File: src/sv/nir_pkg.sv
// shared types, register codes and compare helpers for the nec infrared frame decoder
// no dependencies
package nir_pkg;

  localparam int TICK_W = 15;
  localparam int US_W = 16;
  localparam int CFG_IDX_W = 3;
  localparam int CFG_DATA_W = 15;
  localparam int IDX_W = 6;

  localparam logic [CFG_IDX_W-1:0] REG_HDR_MARK  = 3'd0;
  localparam logic [CFG_IDX_W-1:0] REG_HDR_SPACE = 3'd1;
  localparam logic [CFG_IDX_W-1:0] REG_HDR_TOL   = 3'd2;
  localparam logic [CFG_IDX_W-1:0] REG_BIT_MARK  = 3'd3;
  localparam logic [CFG_IDX_W-1:0] REG_ONE_SPACE = 3'd4;
  localparam logic [CFG_IDX_W-1:0] REG_BIT_TOL   = 3'd5;

  localparam logic [14:0] HDR_MARK_RST  = 15'd9000;
  localparam logic [14:0] HDR_SPACE_RST = 15'd4500;
  localparam logic [9:0]  HDR_TOL_RST   = 10'd200;
  localparam logic [12:0] BIT_MARK_RST  = 13'd560;
  localparam logic [12:0] ONE_SPACE_RST = 13'd1690;
  localparam logic [8:0]  BIT_TOL_RST   = 9'd100;

  localparam logic [IDX_W-1:0] ITEM_SAT    = 6'd33;
  localparam logic [IDX_W-1:0] IDX_ADDR    = 6'd8;
  localparam logic [IDX_W-1:0] IDX_ADDR_INV = 6'd16;
  localparam logic [IDX_W-1:0] IDX_CMD     = 6'd24;
  localparam logic [IDX_W-1:0] IDX_CMD_INV = 6'd32;

  typedef struct packed {
    logic [14:0] hdr_mark;
    logic [14:0] hdr_space;
    logic [9:0]  hdr_tol;
    logic [12:0] bit_mark;
    logic [12:0] one_space;
    logic [8:0]  bit_tol;
  } cfg_t;

  typedef struct packed {
    logic [US_W-1:0] mark_us;
    logic [US_W-1:0] space_us;
    logic            last;
  } item_t;

  // e - t <= d <= e + t, with the lower bound clamped at zero
  function automatic logic in_window(input logic [US_W-1:0] d, input logic [14:0] e,
                                     input logic [9:0] t);
    logic [16:0] dd, ee, tt;
    dd = {1'b0, d};
    ee = {2'b00, e};
    tt = {7'd0, t};
    return ((dd + tt) >= ee) && (dd <= (ee + tt));
  endfunction

  function automatic logic item_match(input logic [US_W-1:0] mark, input logic [US_W-1:0] space,
                                      input logic [14:0] em, input logic [14:0] es,
                                      input logic [9:0] t);
    return in_window(mark, em, t) && ((space == '0) || in_window(space, es, t));
  endfunction

endpackage

File: src/sv/nir_cfg_regs.sv
// configuration register file of the nec infrared frame decoder
// depends on nir_pkg
module nir_cfg_regs (
  input  logic                         clk,
  input  logic                         rst,
  input  logic                         cfg_valid,
  input  logic [nir_pkg::CFG_IDX_W-1:0]  cfg_index,
  input  logic [nir_pkg::CFG_DATA_W-1:0] cfg_data,
  output logic                         cfg_ready,
  output nir_pkg::cfg_t                cfg
);
  import nir_pkg::*;

  assign cfg_ready = 1'b1;

  always_ff @(posedge clk) begin
    if (rst) begin
      cfg.hdr_mark  <= HDR_MARK_RST;
      cfg.hdr_space <= HDR_SPACE_RST;
      cfg.hdr_tol   <= HDR_TOL_RST;
      cfg.bit_mark  <= BIT_MARK_RST;
      cfg.one_space <= ONE_SPACE_RST;
      cfg.bit_tol   <= BIT_TOL_RST;
    end else if (cfg_valid && cfg_ready) begin
      unique case (cfg_index)
        REG_HDR_MARK:  cfg.hdr_mark  <= cfg_data[14:0];
        REG_HDR_SPACE: cfg.hdr_space <= cfg_data[14:0];
        REG_HDR_TOL:   cfg.hdr_tol   <= cfg_data[9:0];
        REG_BIT_MARK:  cfg.bit_mark  <= cfg_data[12:0];
        REG_ONE_SPACE: cfg.one_space <= cfg_data[12:0];
        REG_BIT_TOL:   cfg.bit_tol   <= cfg_data[8:0];
        default: ;
      endcase
    end
  end

endmodule

File: src/sv/nir_ingest.sv
// input register stage: takes pulse items and converts ticks to microseconds
// depends on nir_pkg
module nir_ingest (
  input  logic                        clk,
  input  logic                        rst,
  input  logic                        in_valid,
  input  logic [nir_pkg::TICK_W-1:0]  mark_ticks,
  input  logic [nir_pkg::TICK_W-1:0]  space_ticks,
  input  logic                        last_item,
  output logic                        in_stall,
  input  logic                        res_full,
  input  logic                        res_stall,
  output nir_pkg::item_t              item,
  output logic                        item_fire
);
  import nir_pkg::*;

  logic        item_valid;
  logic        take;
  logic [17:0] mark_x5, space_x5;

  // ticks * 10 / 8 == (ticks * 5) >> 2
  assign mark_x5  = {1'b0, mark_ticks, 2'b00} + {3'b000, mark_ticks};
  assign space_x5 = {1'b0, space_ticks, 2'b00} + {3'b000, space_ticks};

  // only an item that closes a frame needs room in the result register
  assign item_fire = item_valid && (!item.last || !res_full || !res_stall);
  assign in_stall  = item_valid && !item_fire;
  assign take      = in_valid && !in_stall;

  always_ff @(posedge clk) begin
    if (rst) begin
      item_valid <= 1'b0;
    end else if (take) begin
      item_valid <= 1'b1;
    end else if (item_fire) begin
      item_valid <= 1'b0;
    end
  end

  always_ff @(posedge clk) begin
    if (take) begin
      item.mark_us  <= mark_x5[17:2];
      item.space_us <= space_x5[17:2];
      item.last     <= last_item;
    end
  end

endmodule

File: src/sv/nir_frame.sv
// frame state and result register: header check, bit classing, byte capture
// depends on nir_pkg
module nir_frame (
  input  logic           clk,
  input  logic           rst,
  input  nir_pkg::cfg_t  cfg,
  input  nir_pkg::item_t item,
  input  logic           item_fire,
  input  logic           out_stall,
  output logic           out_valid,
  output logic [7:0]     command_byte,
  output logic           frame_valid
);
  import nir_pkg::*;

  logic [IDX_W-1:0] item_index, item_index_next;
  logic [2:0]       bit_counter, bit_counter_next;
  logic [7:0]       shift_byte, shift_byte_next;
  logic             header_good, header_good_next;
  logic [7:0]       address_byte, address_byte_next;
  logic [7:0]       address_inverse, address_inverse_next;
  logic [7:0]       command_store, command_store_next;
  logic [7:0]       command_inverse, command_inverse_next;
  logic [7:0]       shifted;
  logic             hdr_hit, zero_hit, one_hit, good;

  assign hdr_hit  = item_match(item.mark_us, item.space_us, cfg.hdr_mark, cfg.hdr_space,
                               cfg.hdr_tol);
  assign zero_hit = item_match(item.mark_us, item.space_us, {2'b00, cfg.bit_mark},
                               {2'b00, cfg.bit_mark}, {1'b0, cfg.bit_tol});
  assign one_hit  = item_match(item.mark_us, item.space_us, {2'b00, cfg.bit_mark},
                               {2'b00, cfg.one_space}, {1'b0, cfg.bit_tol});

  always_comb begin
    header_good_next     = header_good;
    address_byte_next    = address_byte;
    address_inverse_next = address_inverse;
    command_store_next   = command_store;
    command_inverse_next = command_inverse;
    bit_counter_next     = bit_counter;
    shift_byte_next      = shift_byte;
    shifted              = shift_byte;

    if (item_index == '0) begin
      header_good_next = hdr_hit;
    end else begin
      // zero class wins when both match
      priority if (zero_hit) begin
        shifted = {1'b0, shift_byte[7:1]};
      end else if (one_hit) begin
        shifted = {1'b1, shift_byte[7:1]};
      end else begin
        // unmatched item shifts nothing
        shifted = shift_byte;
      end
      if (bit_counter == 3'd7) begin
        bit_counter_next = '0;
        shift_byte_next  = '0;
        unique case (item_index)
          IDX_ADDR:     address_byte_next    = shifted;
          IDX_ADDR_INV: address_inverse_next = shifted;
          IDX_CMD:      command_store_next   = shifted;
          IDX_CMD_INV:  command_inverse_next = shifted;
          default: ;
        endcase
      end else begin
        bit_counter_next = bit_counter + 3'd1;
        shift_byte_next  = shifted;
      end
    end

    item_index_next = (item_index < ITEM_SAT) ? item_index + 6'd1 : item_index;

    good = header_good_next
        && (address_byte_next == ~address_inverse_next)
        && (command_store_next == ~command_inverse_next);
  end

  always_ff @(posedge clk) begin
    if (rst || (item_fire && item.last)) begin
      item_index      <= '0;
      bit_counter     <= '0;
      shift_byte      <= '0;
      header_good     <= 1'b0;
      address_byte    <= '0;
      address_inverse <= '0;
      command_store   <= '0;
      command_inverse <= '0;
    end else if (item_fire) begin
      item_index      <= item_index_next;
      bit_counter     <= bit_counter_next;
      shift_byte      <= shift_byte_next;
      header_good     <= header_good_next;
      address_byte    <= address_byte_next;
      address_inverse <= address_inverse_next;
      command_store   <= command_store_next;
      command_inverse <= command_inverse_next;
    end
  end

  always_ff @(posedge clk) begin
    if (rst) begin
      out_valid <= 1'b0;
    end else if (item_fire && item.last) begin
      out_valid <= 1'b1;
    end else if (!out_stall) begin
      out_valid <= 1'b0;
    end
  end

  always_ff @(posedge clk) begin
    if (item_fire && item.last) begin
      command_byte <= good ? command_store_next : 8'h00;
      frame_valid  <= good;
    end
  end

endmodule

File: src/sv/nec_ir_frame_decoder.sv
// top level of the nec infrared frame decoder
// depends on nir_pkg, nir_cfg_regs, nir_ingest, nir_frame
//
//   channel  direction  handshake                fields
//   in       input      in_valid / in_stall      mark_ticks, space_ticks, last_item
//   out      output     out_valid / out_stall    command_byte, frame_valid
//   cfg      input      cfg_valid / cfg_ready    cfg_index, cfg_data
//
// one pulse item per cycle while in_stall is low; an item is registered, then classified and
// folded into the frame state, and the result of a last item is registered from there.
// results appear only for items flagged last_item.
// rst clears the frame state, pipeline valids and loads the default timing registers.
// in_stall rises only while a last item waits behind an unconsumed, stalled result.
module nec_ir_frame_decoder (
  input  logic                          clk,
  input  logic                          rst,
  input  logic                          in_valid,
  output logic                          in_stall,
  input  logic [nir_pkg::TICK_W-1:0]    mark_ticks,
  input  logic [nir_pkg::TICK_W-1:0]    space_ticks,
  input  logic                          last_item,
  output logic                          out_valid,
  input  logic                          out_stall,
  output logic [7:0]                    command_byte,
  output logic                          frame_valid,
  input  logic                          cfg_valid,
  output logic                          cfg_ready,
  input  logic [nir_pkg::CFG_IDX_W-1:0]  cfg_index,
  input  logic [nir_pkg::CFG_DATA_W-1:0] cfg_data
);
  import nir_pkg::*;

  cfg_t  cfg;
  item_t item;
  logic  item_fire;

  nir_cfg_regs u_cfg (
    .clk       (clk),
    .rst       (rst),
    .cfg_valid (cfg_valid),
    .cfg_index (cfg_index),
    .cfg_data  (cfg_data),
    .cfg_ready (cfg_ready),
    .cfg       (cfg)
  );

  nir_ingest u_ingest (
    .clk         (clk),
    .rst         (rst),
    .in_valid    (in_valid),
    .mark_ticks  (mark_ticks),
    .space_ticks (space_ticks),
    .last_item   (last_item),
    .in_stall    (in_stall),
    .res_full    (out_valid),
    .res_stall   (out_stall),
    .item        (item),
    .item_fire   (item_fire)
  );

  nir_frame u_frame (
    .clk          (clk),
    .rst          (rst),
    .cfg          (cfg),
    .item         (item),
    .item_fire    (item_fire),
    .out_stall    (out_stall),
    .out_valid    (out_valid),
    .command_byte (command_byte),
    .frame_valid  (frame_valid)
  );

endmodule

File: config.mk
export PLATFORM = sky130hd
export DESIGN_NAME = nec_ir_frame_decoder
export DESIGN_NICKNAME = d
export VERILOG_FILES = /design/src/sv/nir_pkg.sv /design/src/sv/nir_cfg_regs.sv /design/src/sv/nir_ingest.sv /design/src/sv/nir_frame.sv /design/src/sv/nec_ir_frame_decoder.sv
export SDC_FILE = /design/constraint.sdc
export NUM_CORES = 1
export LEC_CHECK = 0
export BUFFER_PORTS_ARGS = -buffer_cell sky130_fd_sc_hd__buf_2
export CORE_MARGIN = 2
export CORE_UTILIZATION = 45
export CTS_CLUSTER_DIAMETER = 200
export CTS_CLUSTER_SIZE = 16
export DETAILED_ROUTE_END_ITERATION = 16
export SLEW_MARGIN = 20
export SYNTH_ARGS = -nofsm -noshare
export SYNTH_HDL_FRONTEND = slang
export SYNTH_SLANG_ARGS = --single-unit
File: constraint.sdc
create_clock -name clk -period 6.15 [get_ports clk]
set_input_delay 0.615 -clock clk [delete_from_list [all_inputs] [get_ports clk]]
set_output_delay 0.615 -clock clk [all_outputs]
set_load 0.005 [all_outputs]
; ---- After elaboration in Yosys (flattened, before gate mapping)
; Cells that the tools add are included.
[word_totals]
regBits = 169
out_inout_bits = 12
inputBits = 54
wordCells = 118
[op_classes]
n_lt_le_gt_ge = 11
n_bitwise = 3
reduce_logical = 37
n_addsub = 12
n_eq_ne = 13
n_mux = 21
[op_table]
columns = operator, n
row1 = $mux W8, 15
row2 = $le A16 B17 Y1, 5
row3 = $ge A17 B13 Y1, 3
row4 = $add A17 B15 Y18, 2
row5 = $add A16 B10 Y17, 2
row6 = $add A16 B9 Y17, 2
row7 = $ge A17 B15 Y1, 2
row8 = $add A15 B10 Y16, 2
row9 = $add A13 B9 Y14, 2
row10 = $eq A8 B8 Y1, 2
row11 = $logic_not A16 Y1, 1
row12 = $not A8 Y8, 2
row13 = $reduce_and A2 Y1, 8
row14 = $logic_and A1 B1 Y1, 14
row15 = $eq A6 B5 Y1 const B, 2
row16 = $eq A3 B3 Y1 const B, 3
row17 = $add A6 B1 Y6 const B, 1
row18 = $eq A3 B2 Y1 const B, 2
row19 = $eq A6 B4 Y1 const B, 1
row20 = $eq A6 B6 Y1 const B, 1
row21 = $logic_not A6 Y1, 1
row22 = $logic_or A1 B1 Y1, 6
row23 = $lt A6 B6 Y1 const B, 1
row24 = $logic_not A1 Y1, 5
row25 = other kinds (8), 12

; ---- Longest topological paths before layout
; Gate-level depths: netlist of the first run.
[logic_depth]
ltp_word = 14
mapped_depth = 27

; ---- Hierarchy
; Synthesis of the first run repeated with hierarchy kept, for this count alone.
[hier_totals]
cells_unflattened = 1826
hier_area_um2 = 15847.7
[by_module_without_submodules]
columns = mod, cells_per_inst, area_per_inst_um2, instances, seq_area_each_um2
row1 = nir_frame, 1341, 10513.8, 1, 1291.2
row2 = nir_cfg_regs, 288, 3050.4, 1, 1501.4
row3 = nir_ingest, 197, 2283.4, 1, 1011.0

; ---- Worst setup path after synthesis of the first run
; No wires, ideal clock.
[synth_path]
path_type = register to register
from = register, netlist name u_cfg.cfg[0]
to = register u_frame.command_byte[0] (data pin)
arrival_ns = 5.170
setup_ns = 0.170
path_slack_ns = 0.810
stages_incl_launch_ff = 26
path_buffers = 1
cell_sequence = dfxtp_1 -> ha_1 -> fa_1 -> a21o_1 -> a21oi_1 -> o21bai_1 -> a21oi_1 -> o21bai_1 -> a21oi_1 -> nor2b_1 -> o21ai_0 -> or3_1 -> xnor2_1 -> ha_1 -> nand4_1 -> nor4_1 -> a21oi_1 -> o32a_1 -> a21oi_2 -> nand3_1 -> and2_1 -> buf_2 -> xor2_1 -> o221ai_1 -> nand4_4 -> nor4b_2
[synth_between]
elab_chain_cells = 14
elab_cells_between_ends = 37
cone_classes = add/sub: 4 / order compare: 6 / eq/ne: 2 / mux: 14 / bitwise: 2 / reduce/logical: 9
[synth_rtl]
columns = item, line_no
row1 = $add A16 B9 Y17 / $add A13 B9 Y14 (equally long branches), nir_pkg.sv:53  ; return ((dd + tt) >= ee) && (dd <= (ee + tt));
row2 = $ge A17 B13 Y1 / $le A16 B17 Y1 (equally long branches), nir_pkg.sv:53
row3 = $logic_and A1 B1 Y1, nir_pkg.sv:53
row4 = $logic_or A1 B1 Y1, nir_pkg.sv:59  ; return in_window(mark, em, t) && ((space == '0) || in_window(space, es, t));
row5 = $logic_and A1 B1 Y1, nir_pkg.sv:59
row6 = $mux W8, nir_frame.sv:50  ; end else if (one_hit) begin
row7 = $mux W8 *, nir_frame.sv:48  ; priority if (zero_hit) begin
row8 = $mux W8, nir_frame.sv:59  ; unique case (item_index)
row9 = $mux W8, nir_frame.sv:56  ; if (bit_counter == 3'd7) begin
row10 = $mux W8, nir_frame.sv:44  ; if (item_index == '0) begin
row11 = $not A8 Y8, nir_frame.sv:75  ; && (address_byte_next == ~address_inverse_next)
row12 = $eq A8 B8 Y1, nir_frame.sv:75
row13 = $logic_and A1 B1 Y1, nir_frame.sv:75
row14 = $logic_and A1 B1 Y1, nir_frame.sv:76  ; && (command_store_next == ~command_inverse_next);
row15 = end signal: assignment, nir_frame.sv:113  ; command_byte <= good ? command_store_next : 8'h00;
row16 = end: declaration, nir_frame.sv:11  ; output logic [7:0] command_byte,
; Every way passes the cells marked *; elsewhere a longest branch is shown, timed or not.
; A chain may end at the register's enable or synchronous reset.

; ---- Worst setup path in the final report of the first run
[layout_path]
from = register, netlist name u_cfg.cfg[0]
to = register u_frame.command_byte[1] (data pin)
[layout_between]
elab_chain_cells = 14
elab_cells_between_ends = 37
cone_classes = add/sub: 4 / order compare: 6 / eq/ne: 2 / mux: 14 / bitwise: 2 / reduce/logical: 9
[layout_rtl]
columns = item, line_no
row1 = $add A16 B9 Y17 / $add A13 B9 Y14 (equally long branches), nir_pkg.sv:53
row2 = $ge A17 B13 Y1 / $le A16 B17 Y1 (equally long branches), nir_pkg.sv:53
row3 = $logic_and A1 B1 Y1, nir_pkg.sv:53
row4 = $logic_or A1 B1 Y1, nir_pkg.sv:59
row5 = $logic_and A1 B1 Y1, nir_pkg.sv:59
row6 = $mux W8, nir_frame.sv:50
row7 = $mux W8 *, nir_frame.sv:48
row8 = $mux W8, nir_frame.sv:59
row9 = $mux W8, nir_frame.sv:56
row10 = $mux W8, nir_frame.sv:44
row11 = $not A8 Y8, nir_frame.sv:75
row12 = $eq A8 B8 Y1, nir_frame.sv:75
row13 = $logic_and A1 B1 Y1, nir_frame.sv:75
row14 = $logic_and A1 B1 Y1, nir_frame.sv:76
; Marked as above.

==> qor.txt, run 1 <==
Peak supply drop: 0.000196 V
Status: complete, no violations
Final hold vios: 0
Tightest Pin Transition: 1050 ps
Wire per inst: 18.9 µm
Inserted Clock Buffers: 17
Synth warn: 0
Fin cells: 2395
Fin nets: 2248
Via count: 13900
Reg clk slew, reported paths: 80 ps
Max Slew Vio Count: 0
Sequential share of power: 36.9%
DR DRC count: 0
Most used cell, CP: a21oi_2
First-pass GRT wire length: 69900 µm
Fin crit period: 5850 ps
Crit path DAT: 6120 ps
CTS tree: yes
Die H: 189 µm
Hold crit path type: in2reg
Post-Route WL: 45200 µm
Total GRT Usage: 25.2%
Flops & latches, synth: 169
DR pass1 iterations: 7
Yosys cell types: 79
Row Count: 67
Final Util: 50.8%
FF+latch area: 3810 µm²
R2R Path Start: u_cfg.cfg[0]$_SDFFE_PP0P_
Comb power frac: 30.5%
Crit. End Element: flop
Skew-Pair Late Insertion Delay: 460 ps
Ant diodes: 0
I/O Buffers: 64
GP Congestion: 0.916
DRT antenna net count: 0
P_leak: 7.28 nW
H-tree depth: 4
Grt ovf: 0
Area of the multi-input gates: 11000 µm²
Clock Power Share: 32.6%
Initial antenna violation count: 0
Sw Ratio: 36.0%
P_int: 0.00223 W
DIE AREA: 35600 µm²
Vias in the first global route: 13000
PwrDens: 204 nW/µm²
Vias per cell: 5.78
Final Skew: 11.6 ps
Post-synth EDFFs: 42
F_max: 171 MHz
Core area: 33600 µm²
Die W: 189 µm
Fill cells: 3235
1st-iter DRT viols: 1059
Worst hold start: last_item
Switch Pwr: 0.00125 W
Place WS: 164 ps
Fraction of registers with async set/reset: 0%
R2R Setup Slk: 300 ps
Avg Cell Area, Syn: 8.24 µm²
Largest net degree at the start of global routing: 79
Slew margin rel.: 30.0%
Ratio of cells with drive above 1 in the final layout: 9.76%
CP startpoint kind: flop
CTS Hold Bufs: 0
Sequential cell area fraction in the yosys report: 24.7%
Worst Path Max Fanout: 5
Crit path from: u_cfg.cfg[0]$_SDFFE_PP0P_
Clock sink total: 169
Syn nets: 2180
Placed Cells: 2353
Critical path class: reg2reg
Mapped Area: 15400 µm²
Final period utilization: 95.1%
DP Wirelength: 34900 µm
Required time of the critical path: 6420 ps
Area grow syn2layout: 11.0%
Setup-failing EPs final: 0
Max stage delay on crit path: 500 ps
CP max stage cell: or4_1
Max Cap Viol: 0
Initial Util: 45.7%
Clk buf depth: 2
Main synth FF type: dfxtp_1
Boundary Pins: 66
Setup slack after layout: 301 ps
Root Driver: clkbuf_16
Syn Inst Count: 1866
-- worst max-delay path, delay by kind of cell, from the launching register on --
kind | cells | cell delay (ps)
compound gates | 15 | 2890
simple gates | 6 | 1090
flops | 1 | 380
xor+xnor | 1 | 160
fa+ha+maj | 3 | 990
buf+inv | 1 | 160
-- layer usage --
metal	share of wire [%]	wire length, µm	vias to the layer above	global-route usage (%)
met4	3.8	1720	0	10.8
met1	45	20500	6511	32.6
met5	0	0	-	0
met2	46	20900	379	42.2
met3	4.6	2090	73	3.05
li1	-	-	6889	-
-- cell type report --
| cell class | count | area share, % |
|---|---|---|
| clock buffers | 17 | 2.49 |
| multi-input cells | 1517 | 64.6 |
| well taps | 448 | 3.28 |
| clock inverters | 15 | 1.04 |
| inverters | 132 | 2.90 |
| flip-flops and latches | 169 | 22.3 |
| repair buffers | 97 | 3.40 |
-- cell usage after synthesis, types with 9 or more instances --
library cell  count  area share (%)
a211o_1          19             1.1
a211oi_1         44             2.1
a21boi_0          9            0.44
a21o_1           49             2.4
a21oi_1         187             6.1
a22oi_1          10            0.49
and3_1           11            0.45
clkbuf_1         39            0.95
dfxtp_1         127              17
edfxtp_1         42             8.2
fa_1             10             1.3
ha_1            250              20
inv_1           132             3.2
mux2i_1           9            0.59
nand2_1         202             4.9
nand2b_1         16            0.65
nand3_1          44             1.4
nand3b_1         18            0.88
nand4_1          29             1.2
nor2_1          164             4.0
nor2b_1          19            0.77
nor3_1           27            0.88
nor4_1           11            0.45
nor4b_2           9            0.88
o2111ai_1        10            0.57
o21a_1           11            0.54
o21ai_0          70             2.3
o21ai_1          11            0.36
o21bai_1         26             1.3
or3_1            10            0.41
xnor2_1          96             5.5
xor2_1           37             2.1
-- cell families after synthesis --
kind of cell,share of synthesized area (%)
buffers and inverters,4.62
other,0.0244
AO/OA/AOI/OAI,22.0
XOR/XNOR,7.58
flip-flops,24.7
multiplexers,0.684
AND/OR/NAND/NOR,18.7
adder cells (fa/ha/maj),21.7
-- what timing repair did --
| item | in CTS | in global routing |
|---|---|---|
| setup buffers | 0 | 6 |
| gates resized for setup | 0 | 30 |
| setup endpoints to repair | 0 | 9 |
-- power by group through the flow --
| stage | Sequential, W | Clock (W) | Combinational [W] |
|---|---|---|---|
| floorplan | 0.00126 | 0 | 0.000770 |
| global placement | 0.00131 | 0 | 0.000996 |
| detailed placement | 0.00131 | 0 | 0.00103 |
| CTS | 0.00128 | 0.00116 | 0.00103 |
| global route | 0.00129 | 0.00120 | 0.00120 |
| finish | 0.00129 | 0.00113 | 0.00106 |
-- path summary, 6_finish.rpt --
check                                                             end  cells after the start
worst min register to register             u_cfg.cfg[32]$_SDFFE_PP0P_                      2
worst max-delay path            u_frame.command_byte[1]$_SDFFCE_PN0P_                     26
worst max register to register  u_frame.command_byte[1]$_SDFFCE_PN0P_                     26
worst min-delay path                       u_ingest.item[0]$_DFFE_PP_                      1
-- through the flow --
| stage | setup TNS (ps) | hold WS [ps] | area [µm²] | total power (W) |
|---|---|---|---|---|
| 2_1_floorplan | 0 | 436 | 15400 | 0.00203 |
| 3_3_place_gp | 0 | 444 | 16300 | 0.00231 |
| 3_5_place_dp | 0 | 453 | 16300 | 0.00234 |
| 4_1_cts | 0 | 314 | 16900 | 0.00348 |
| 5_1_grt | -200 | 326 | 17100 | 0.00370 |
| 6_report | 0 | 337 | 17100 | 0.00348 |
-- flip-flops by register name (all words and copies together) (netlist names) --
register / flops
u_frame.header_good: 1
u_frame.command_store: 8
u_ingest.item_valid: 1
u_cfg.cfg: 75
u_frame.item_index: 6
u_frame.command_inverse: 8
u_frame.shift_byte: 8
u_frame.address_inverse: 8
u_ingest.item: 33
u_frame.bit_counter: 3
u_frame.address_byte: 8
u_frame.out_valid: 1
u_frame.frame_valid: 1
u_frame.command_byte: 8
-- placed cells by master, fill, tap and decap left out, types with 24 or more instances in the layout --
master	netlist	routed
nand3_1	44	44
nor2_1	164	159
xnor2_1	96	96
nand2_1	202	202
a21o_1	49	49
o21bai_1	26	26
ha_1	250	250
edfxtp_1	42	42
a21oi_1	187	180
a211oi_1	44	43
o21ai_0	70	67
buf_2	8	64
nand4_1	29	29
nor3_1	27	24
xor2_1	37	37
dfxtp_1	127	125
inv_1	132	132
buf_4	2	32
No activity file was read; power rests on OpenSTA's default activity.
==> run 2, diff against run 1 <==
--- a/config.mk
+++ b/config.mk
@@ -7,10 +7,11 @@
 export LEC_CHECK = 0
 export BUFFER_PORTS_ARGS = -buffer_cell sky130_fd_sc_hd__buf_2
 export CORE_MARGIN = 2
-export CORE_UTILIZATION = 45
+export CORE_UTILIZATION = 55
 export CTS_CLUSTER_DIAMETER = 200
 export CTS_CLUSTER_SIZE = 16
 export DETAILED_ROUTE_END_ITERATION = 16
+export PLACE_DENSITY = 0.72
 export SLEW_MARGIN = 20
 export SYNTH_ARGS = -nofsm -noshare
 export SYNTH_HDL_FRONTEND = slang
==> qor.txt, run 2 (synthesis gave the netlist of run 1 again) <==
P_int: 0.00222 W (was 0.00223 W)
Peak supply drop: 0.000173 V (was 0.000196 V)
I/O Buffers: 64 (unchanged)
Reg clk slew, reported paths: 70 ps (was 80 ps)
First-pass GRT wire length: 69300 µm (was 69900 µm)
Worst Path Max Fanout: 7 (was 5)
Worst hold start: last_item (unchanged)
Sw Ratio: 35.3% (was 36.0%)
Comb power frac: 31.0% (was 30.5%)
R2R Path Start: u_cfg.cfg[0]$_SDFFE_PP0P_ (unchanged)
DRT antenna net count: 0 (unchanged)
Required time of the critical path: 6410 ps (was 6420 ps)
CP startpoint kind: flop (unchanged)
FF+latch area: 3810 µm² (about the same)
CTS tree: yes (unchanged)
DR pass1 iterations: 5 (was 7)
Max Cap Viol: 0 (unchanged)
Critical path class: reg2reg (unchanged)
H-tree depth: 4 (unchanged)
Placed Cells: 2284 (was 2353)
Fin nets: 2250 (was 2248)
Boundary Pins: 66 (unchanged)
R2R Setup Slk: 300 ps (about the same)
CTS Hold Bufs: 0 (unchanged)
Crit path DAT: 6110 ps (was 6120 ps)
Crit. End Element: flop (unchanged)
Max stage delay on crit path: 400 ps (was 500 ps)
Fill cells: 2428 (was 3235)
Switch Pwr: 0.00121 W (was 0.00125 W)
Final hold vios: 0 (unchanged)
Fin cells: 2327 (was 2395)
Max Slew Vio Count: 0 (unchanged)
Top flop regs: u_cfg.cfg x75, u_ingest.item x33 (unchanged)
Ant diodes: 0 (unchanged)
RSZ-0062 raised after global routing: false
GP Congestion: 0.953 (was 0.916)
Grt ovf: 0 (unchanged)
Total GRT Usage: 30.5% (was 25.2%)
Core area: 27600 µm² (was 33600 µm²)
Hold Path End: u_ingest.item[0]$_DFFE_PP_ (unchanged)
Vias in the first global route: 13300 (was 13000)
Root Driver: clkbuf_16 (unchanged)
Wire per inst: 19.0 µm (was 18.9 µm)
Initial antenna violation count: 0 (unchanged)
Tightest Pin Transition: 1050 ps (about the same)
Most frequent cells in the layout: ha_1 (250), nand2_1 (201), a21oi_1 (180), nor2_1 (160), inv_1 (132) (was ha_1 (250), nand2_1 (202), a21oi_1 (180), nor2_1 (159), inv_1 (132))
Hold crit path type: in2reg (unchanged)
Status: complete, no violations (unchanged)
Total negative slack: 0 ps (unchanged)
Clk buf depth: 2 (unchanged)
Worst R2R Path Depth: 27 (was 26)
Commonest non-fill, non-tap cell in the layout: ha_1 (unchanged)
Crit Reg-Reg Endpoint: u_frame.command_byte[1]$_SDFFCE_PN0P_ (unchanged)
Die H: 171 µm (was 189 µm)
Vias per cell: 6.02 (was 5.78)
Most used cell, CP: a21oi_2 (unchanged)
Post-Route WL: 44100 µm (was 45200 µm)
Max reg flops: 75 (unchanged)
DP Wirelength: 33600 µm (was 34900 µm)
Setup-failing EPs final: 0 (unchanged)
Largest net degree at the start of global routing: 79 (unchanged)
PwrDens: 202 nW/µm² (was 204 nW/µm²)
Clock Power Share: 31.5% (was 32.6%)
1st-iter DRT viols: 1134 (was 1059)
Initial Util: 55.6% (was 45.7%)
Final period utilization: 95.0% (was 95.1%)
Ratio of cells with drive above 1 in the final layout: 9.75% (was 9.76%)
Worst Hold Depth: 1 (unchanged)
Inserted Clock Buffers: 17 (unchanged)
Die W: 171 µm (was 189 µm)
Area grow syn2layout: 10.6% (was 11.0%)
Via count: 14000 (was 13900)
F_max: 171 MHz (about the same)
Area of the multi-input gates: 11000 µm² (about the same)
Clock sink total: 169 (unchanged)
Largest Register: u_cfg.cfg (unchanged)
Row Count: 61 (was 67)
CP max stage cell: fa_1 (was or4_1)
DR DRC count: 0 (unchanged)
Sequential share of power: 37.5% (was 36.9%)
Slew margin rel.: 29.7% (was 30.0%)
P_leak: 7.33 nW (was 7.28 nW)
Fin crit period: 5850 ps (about the same)
Final Skew: 12.9 ps (was 11.6 ps)
DIE AREA: 29300 µm² (was 35600 µm²)
Skew-Pair Late Insertion Delay: 450 ps (was 460 ps)
## run 2: timing repair
action | in CTS | in global routing
resized for setup | 0 | 34
buffers inserted | 0 | 9
endpoints found under the setup margin | 0 | 9
## run 2: worst max-delay path by stage
stage,start,to,slack [ps],depth (start not counted)
detailed placement,u_cfg.cfg[0]$_SDFFE_PP0P_,u_frame.command_byte[1]$_SDFFCE_PN0P_,130,25
CTS,u_cfg.cfg[0]$_SDFFE_PP0P_,u_frame.command_byte[1]$_SDFFCE_PN0P_,100,25
floorplan,u_cfg.cfg[0]$_SDFFE_PP0P_,u_frame.command_byte[0]$_SDFFCE_PN0P_,810,25
global placement,u_cfg.cfg[0]$_SDFFE_PP0P_,u_frame.command_byte[0]$_SDFFCE_PN0P_,320,25
finish,u_cfg.cfg[0]$_SDFFE_PP0P_,u_frame.command_byte[1]$_SDFFCE_PN0P_,300,27
global route,u_cfg.cfg[0]$_SDFFE_PP0P_,u_frame.command_byte[1]$_SDFFCE_PN0P_,5,28
## run 2: layer usage
metal / up-vias / GRT usage [%] / part of all wire, %
li1: 6893 / - / -
met1: 6513 / 39.4 / 44
met2: 494 / 50.0 / 45
met3: 120 / 4.26 / 5.8
met4: 0 / 14.8 / 5.0
met5: - / 0 / 0
## run 2: worst max-delay path, delay by kind of cell, from the launching register on
kind	cells	cell delay (ps)
compound gates	11	2250
simple gates	10	1590
fa+ha+maj	3	970
flops	1	350
buf+inv	2	300
xor+xnor	1	180
## run 2: final cells by class
| cell class | count | share of cell area, % |
|---|---|---|
| clock buffers | 22 | 2.86 |
| well taps | 378 | 2.78 |
| repair buffers | 101 | 3.59 |
| clock inverters | 10 | 0.478 |
| flip-flops and latches | 169 | 22.4 |
| multi-input cells | 1515 | 65.0 |
| inverters | 132 | 2.91 |
## run 2: power groups by stage
stage	registers, W	clock network [W]	logic (W)
after detailed placement	0.00131	0	0.00102
after global routing	0.00129	0.00113	0.00120
final	0.00129	0.00108	0.00106
after floorplan	0.00126	0	0.000770
after global placement	0.00131	0	0.000985
after CTS	0.00128	0.00110	0.00103
## run 2: stage by stage
| step | hold slack (ps) | worst slack [ps] | instance area [µm²] | power [W] | utilization (%) |
|---|---|---|---|---|---|
| after floorplan | 436 | 810 | 15400 | 0.00203 | - |
| after global placement | 445 | 324 | 16200 | 0.00229 | 58.6 |
| after detailed placement | 451 | 128 | 16200 | 0.00233 | 58.6 |
| after CTS | 335 | 102 | 16800 | 0.00341 | 60.6 |
| after global routing | 338 | 5.33 | 17000 | 0.00363 | 61.5 |
| final | 346 | 304 | 17000 | 0.00343 | 61.5 |
==> run 3, diff against run 2 <==
--- a/config.mk
+++ b/config.mk
@@ -8,6 +8,7 @@
 export BUFFER_PORTS_ARGS = -buffer_cell sky130_fd_sc_hd__buf_2
 export CORE_MARGIN = 2
 export CORE_UTILIZATION = 55
+export CTS_BUF_LIST = sky130_fd_sc_hd__clkbuf_8
 export CTS_CLUSTER_DIAMETER = 200
 export CTS_CLUSTER_SIZE = 16
 export DETAILED_ROUTE_END_ITERATION = 16
==> qor.txt, run 3 (synthesis gave the netlist of run 1 again) <==
Tightest Pin Transition: 1020 ps (was 1050 ps)
Hold crit path type: in2reg (unchanged)
Crit path DAT: 6180 ps (was 6110 ps)
Clock Power Share: 26.0% (was 31.5%)
Crit path from: u_cfg.cfg[0]$_SDFFE_PP0P_ (unchanged)
Root Driver: clkbuf_8 (was clkbuf_16)
Post-Route WL: 43900 µm (was 44100 µm)
Peak supply drop: 0.000140 V (was 0.000173 V)
R2R Setup Slk: 290 ps (was 300 ps)
Final hold vios: 0 (unchanged)
Fill cells: 2452 (was 2428)
Max Slew Vio Count: 0 (unchanged)
Max reg flops: 75 (unchanged)
F_max: 171 MHz (about the same)
Final period utilization: 95.3% (was 95.0%)
Initial Util: 55.6% (unchanged)
Status: complete, no violations (unchanged)
DR DRC count: 0 (unchanged)
GP Congestion: 0.953 (unchanged)
Die H: 171 µm (unchanged)
DRT antenna net count: 0 (unchanged)
Total power: 0.00317 W (was 0.00343 W)
End of the critical path: u_frame.command_byte[3]$_SDFFCE_PN0P_ (was u_frame.command_byte[1]$_SDFFCE_PN0P_)
DIE AREA: 29300 µm² (unchanged)
Inserted Clock Buffers: 17 (unchanged)
Slew margin rel.: 31.9% (was 29.7%)
Wire per inst: 18.9 µm (was 19.0 µm)
Clk buf depth: 2 (unchanged)
Row Count: 61 (unchanged)
P_leak: 7.27 nW (was 7.33 nW)
R2R Path Start: u_cfg.cfg[0]$_SDFFE_PP0P_ (unchanged)
Fin nets: 2249 (was 2250)
Required time of the critical path: 6460 ps (was 6410 ps)
Crit Reg-Reg Endpoint: u_frame.command_byte[3]$_SDFFCE_PN0P_ (was u_frame.command_byte[1]$_SDFFCE_PN0P_)
Total GRT Usage: 30.2% (was 30.5%)
H-tree depth: 4 (unchanged)
1st-iter DRT viols: 1150 (was 1134)
CP startpoint kind: flop (unchanged)
Sequential share of power: 40.6% (was 37.5%)
Crit. End Element: flop (unchanged)
I/O Buffers: 64 (unchanged)
Largest Register: u_cfg.cfg (unchanged)
Fin crit period: 5860 ps (was 5850 ps)
Skew-Pair Late Insertion Delay: 500 ps (was 450 ps)
CP max stage cell: fa_1 (unchanged)
Cell area after layout: 16800 µm² (was 17000 µm²)
Worst R2R Path Depth: 26 (was 27)
Vias per cell: 6.01 (was 6.02)
P_int: 0.00199 W (was 0.00222 W)
Ratio of cells with drive above 1 in the final layout: 9.65% (was 9.75%)
Commonest non-fill, non-tap cell in the layout: ha_1 (unchanged)
Crit path buf inv count: 1 (was 2)
Switch Pwr: 0.00117 W (was 0.00121 W)
Via count: 14000 (about the same)
Most used cell, CP: a21oi_2 (unchanged)
Critical path class: reg2reg (unchanged)
Area grow syn2layout: 9.31% (was 10.6%)
Top flop regs: u_cfg.cfg x75, u_ingest.item x33 (unchanged)
PwrDens: 188 nW/µm² (was 202 nW/µm²)
DP Wirelength: 33600 µm (unchanged)
Ant diodes: 0 (unchanged)
Clock sink total: 169 (unchanged)
Largest net degree at the start of global routing: 79 (unchanged)
CP delay by family, top: compound AO/OA/AOI/OAI gates (unchanged)
Die W: 171 µm (unchanged)
Most frequent cells in the layout: ha_1 (250), nand2_1 (201), a21oi_1 (180), nor2_1 (159), inv_1 (134) (was ha_1 (250), nand2_1 (201), a21oi_1 (180), nor2_1 (160), inv_1 (132))
Max stage delay on crit path: 400 ps (about the same)
First-pass GRT wire length: 68900 µm (was 69300 µm)
CTS tree: yes (unchanged)
Sw Ratio: 37.1% (was 35.3%)
Reg clk slew, reported paths: 90 ps (was 70 ps)
Boundary Pins: 66 (unchanged)
DR pass1 iterations: 8 (was 5)
Grt ovf: 0 (unchanged)
Levels on crit path: 26 (was 27)
Initial antenna violation count: 0 (unchanged)
Max Cap Viol: 0 (unchanged)
Vias in the first global route: 13200 (was 13300)
Setup-failing EPs final: 0 (unchanged)
Worst Path Max Fanout: 8 (was 7)
Final Skew: 16.3 ps (was 12.9 ps)
Dpl cell area: 16200 µm² (unchanged)
Core area: 27600 µm² (unchanged)
Comb power frac: 33.5% (was 31.0%)
CTS Hold Bufs: 0 (unchanged)
run 3: cell types whose count changed in the layout (fill, tap and decap cells not counted), sizes merged:
cell,previous run,this run
buf,101,100
bufinv,0,1
clkbuf,22,19
inv,138,140
nand4,32,33
o22ai,8,7
run 3: cell type report:
type	count	area (µm²)	area share [%]
Multi-Input combinational cell	1515	11100	65.8
Sequential cell	169	3810	22.7
Timing Repair Buffer	100	591	3.52
Inverter	132	495	2.95
Tap cell	378	473	2.82
Clock buffer	19	262	1.56
Clock inverter	13	119	0.708
run 3: power groups by stage:
stage	Combinational, W	Clock [W]	Sequential, W
floorplan	0.000770	0	0.00126
global placement	0.000985	0	0.00131
detailed placement	0.00102	0	0.00131
CTS	0.00103	0.000833	0.00128
global route	0.00120	0.000874	0.00129
finish	0.00106	0.000823	0.00128
run 3: timing repair:
action,in CTS,in global routing
setup buffers,0,8
resized for setup,0,34
endpoints found under the setup margin,0,9
run 3: routing by layer:
metal	vias to the layer above	wire (µm)	global-route usage, %
met5	-	0	0
met3	117	2410	3.84
met1	6530	19400	39.3
met4	0	2170	14.1
met2	448	19900	49.7
li1	6879	-	-
run 3: worst min path at each step:
stage                                    start                         end  slack, ps  depth (start not counted)
CTS                                  last_item  u_ingest.item[0]$_DFFE_PP_        290                          1
floorplan           u_cfg.cfg[32]$_SDFFE_PP0P_  u_cfg.cfg[32]$_SDFFE_PP0P_        440                          2
global route                         last_item  u_ingest.item[0]$_DFFE_PP_        290                          1
finish                               last_item  u_ingest.item[0]$_DFFE_PP_        300                          1
detailed placement  u_cfg.cfg[32]$_SDFFE_PP0P_  u_cfg.cfg[32]$_SDFFE_PP0P_        450                          2
global placement    u_cfg.cfg[74]$_SDFFE_PP0P_  u_cfg.cfg[74]$_SDFFE_PP0P_        440                          2
run 3: worst reg2reg max path: cells and delay by family, from the launching register on:
kind,cells,cell delay (ps)
buffers and inverters,1,190
flip-flops,1,360
AO/OA/AOI/OAI,14,2930
AND/OR/NAND/NOR,7,1050
XOR/XNOR,1,190
adder cells (fa/ha/maj),3,990
run 3: per-stage QoR:
stage                     util [%]  setup TNS, ps  hold WS, ps  setup slack, ps  instances
after detailed placement      58.6              0          451              128       2284
after CTS                     60.0              0          295              116       2316
after global placement        58.6              0          445              324       2284
after global routing          60.8          -30.5          293            -28.0       2326
final                         60.8              0          303              286       2326
after floorplan                  -              0          436              810       1866
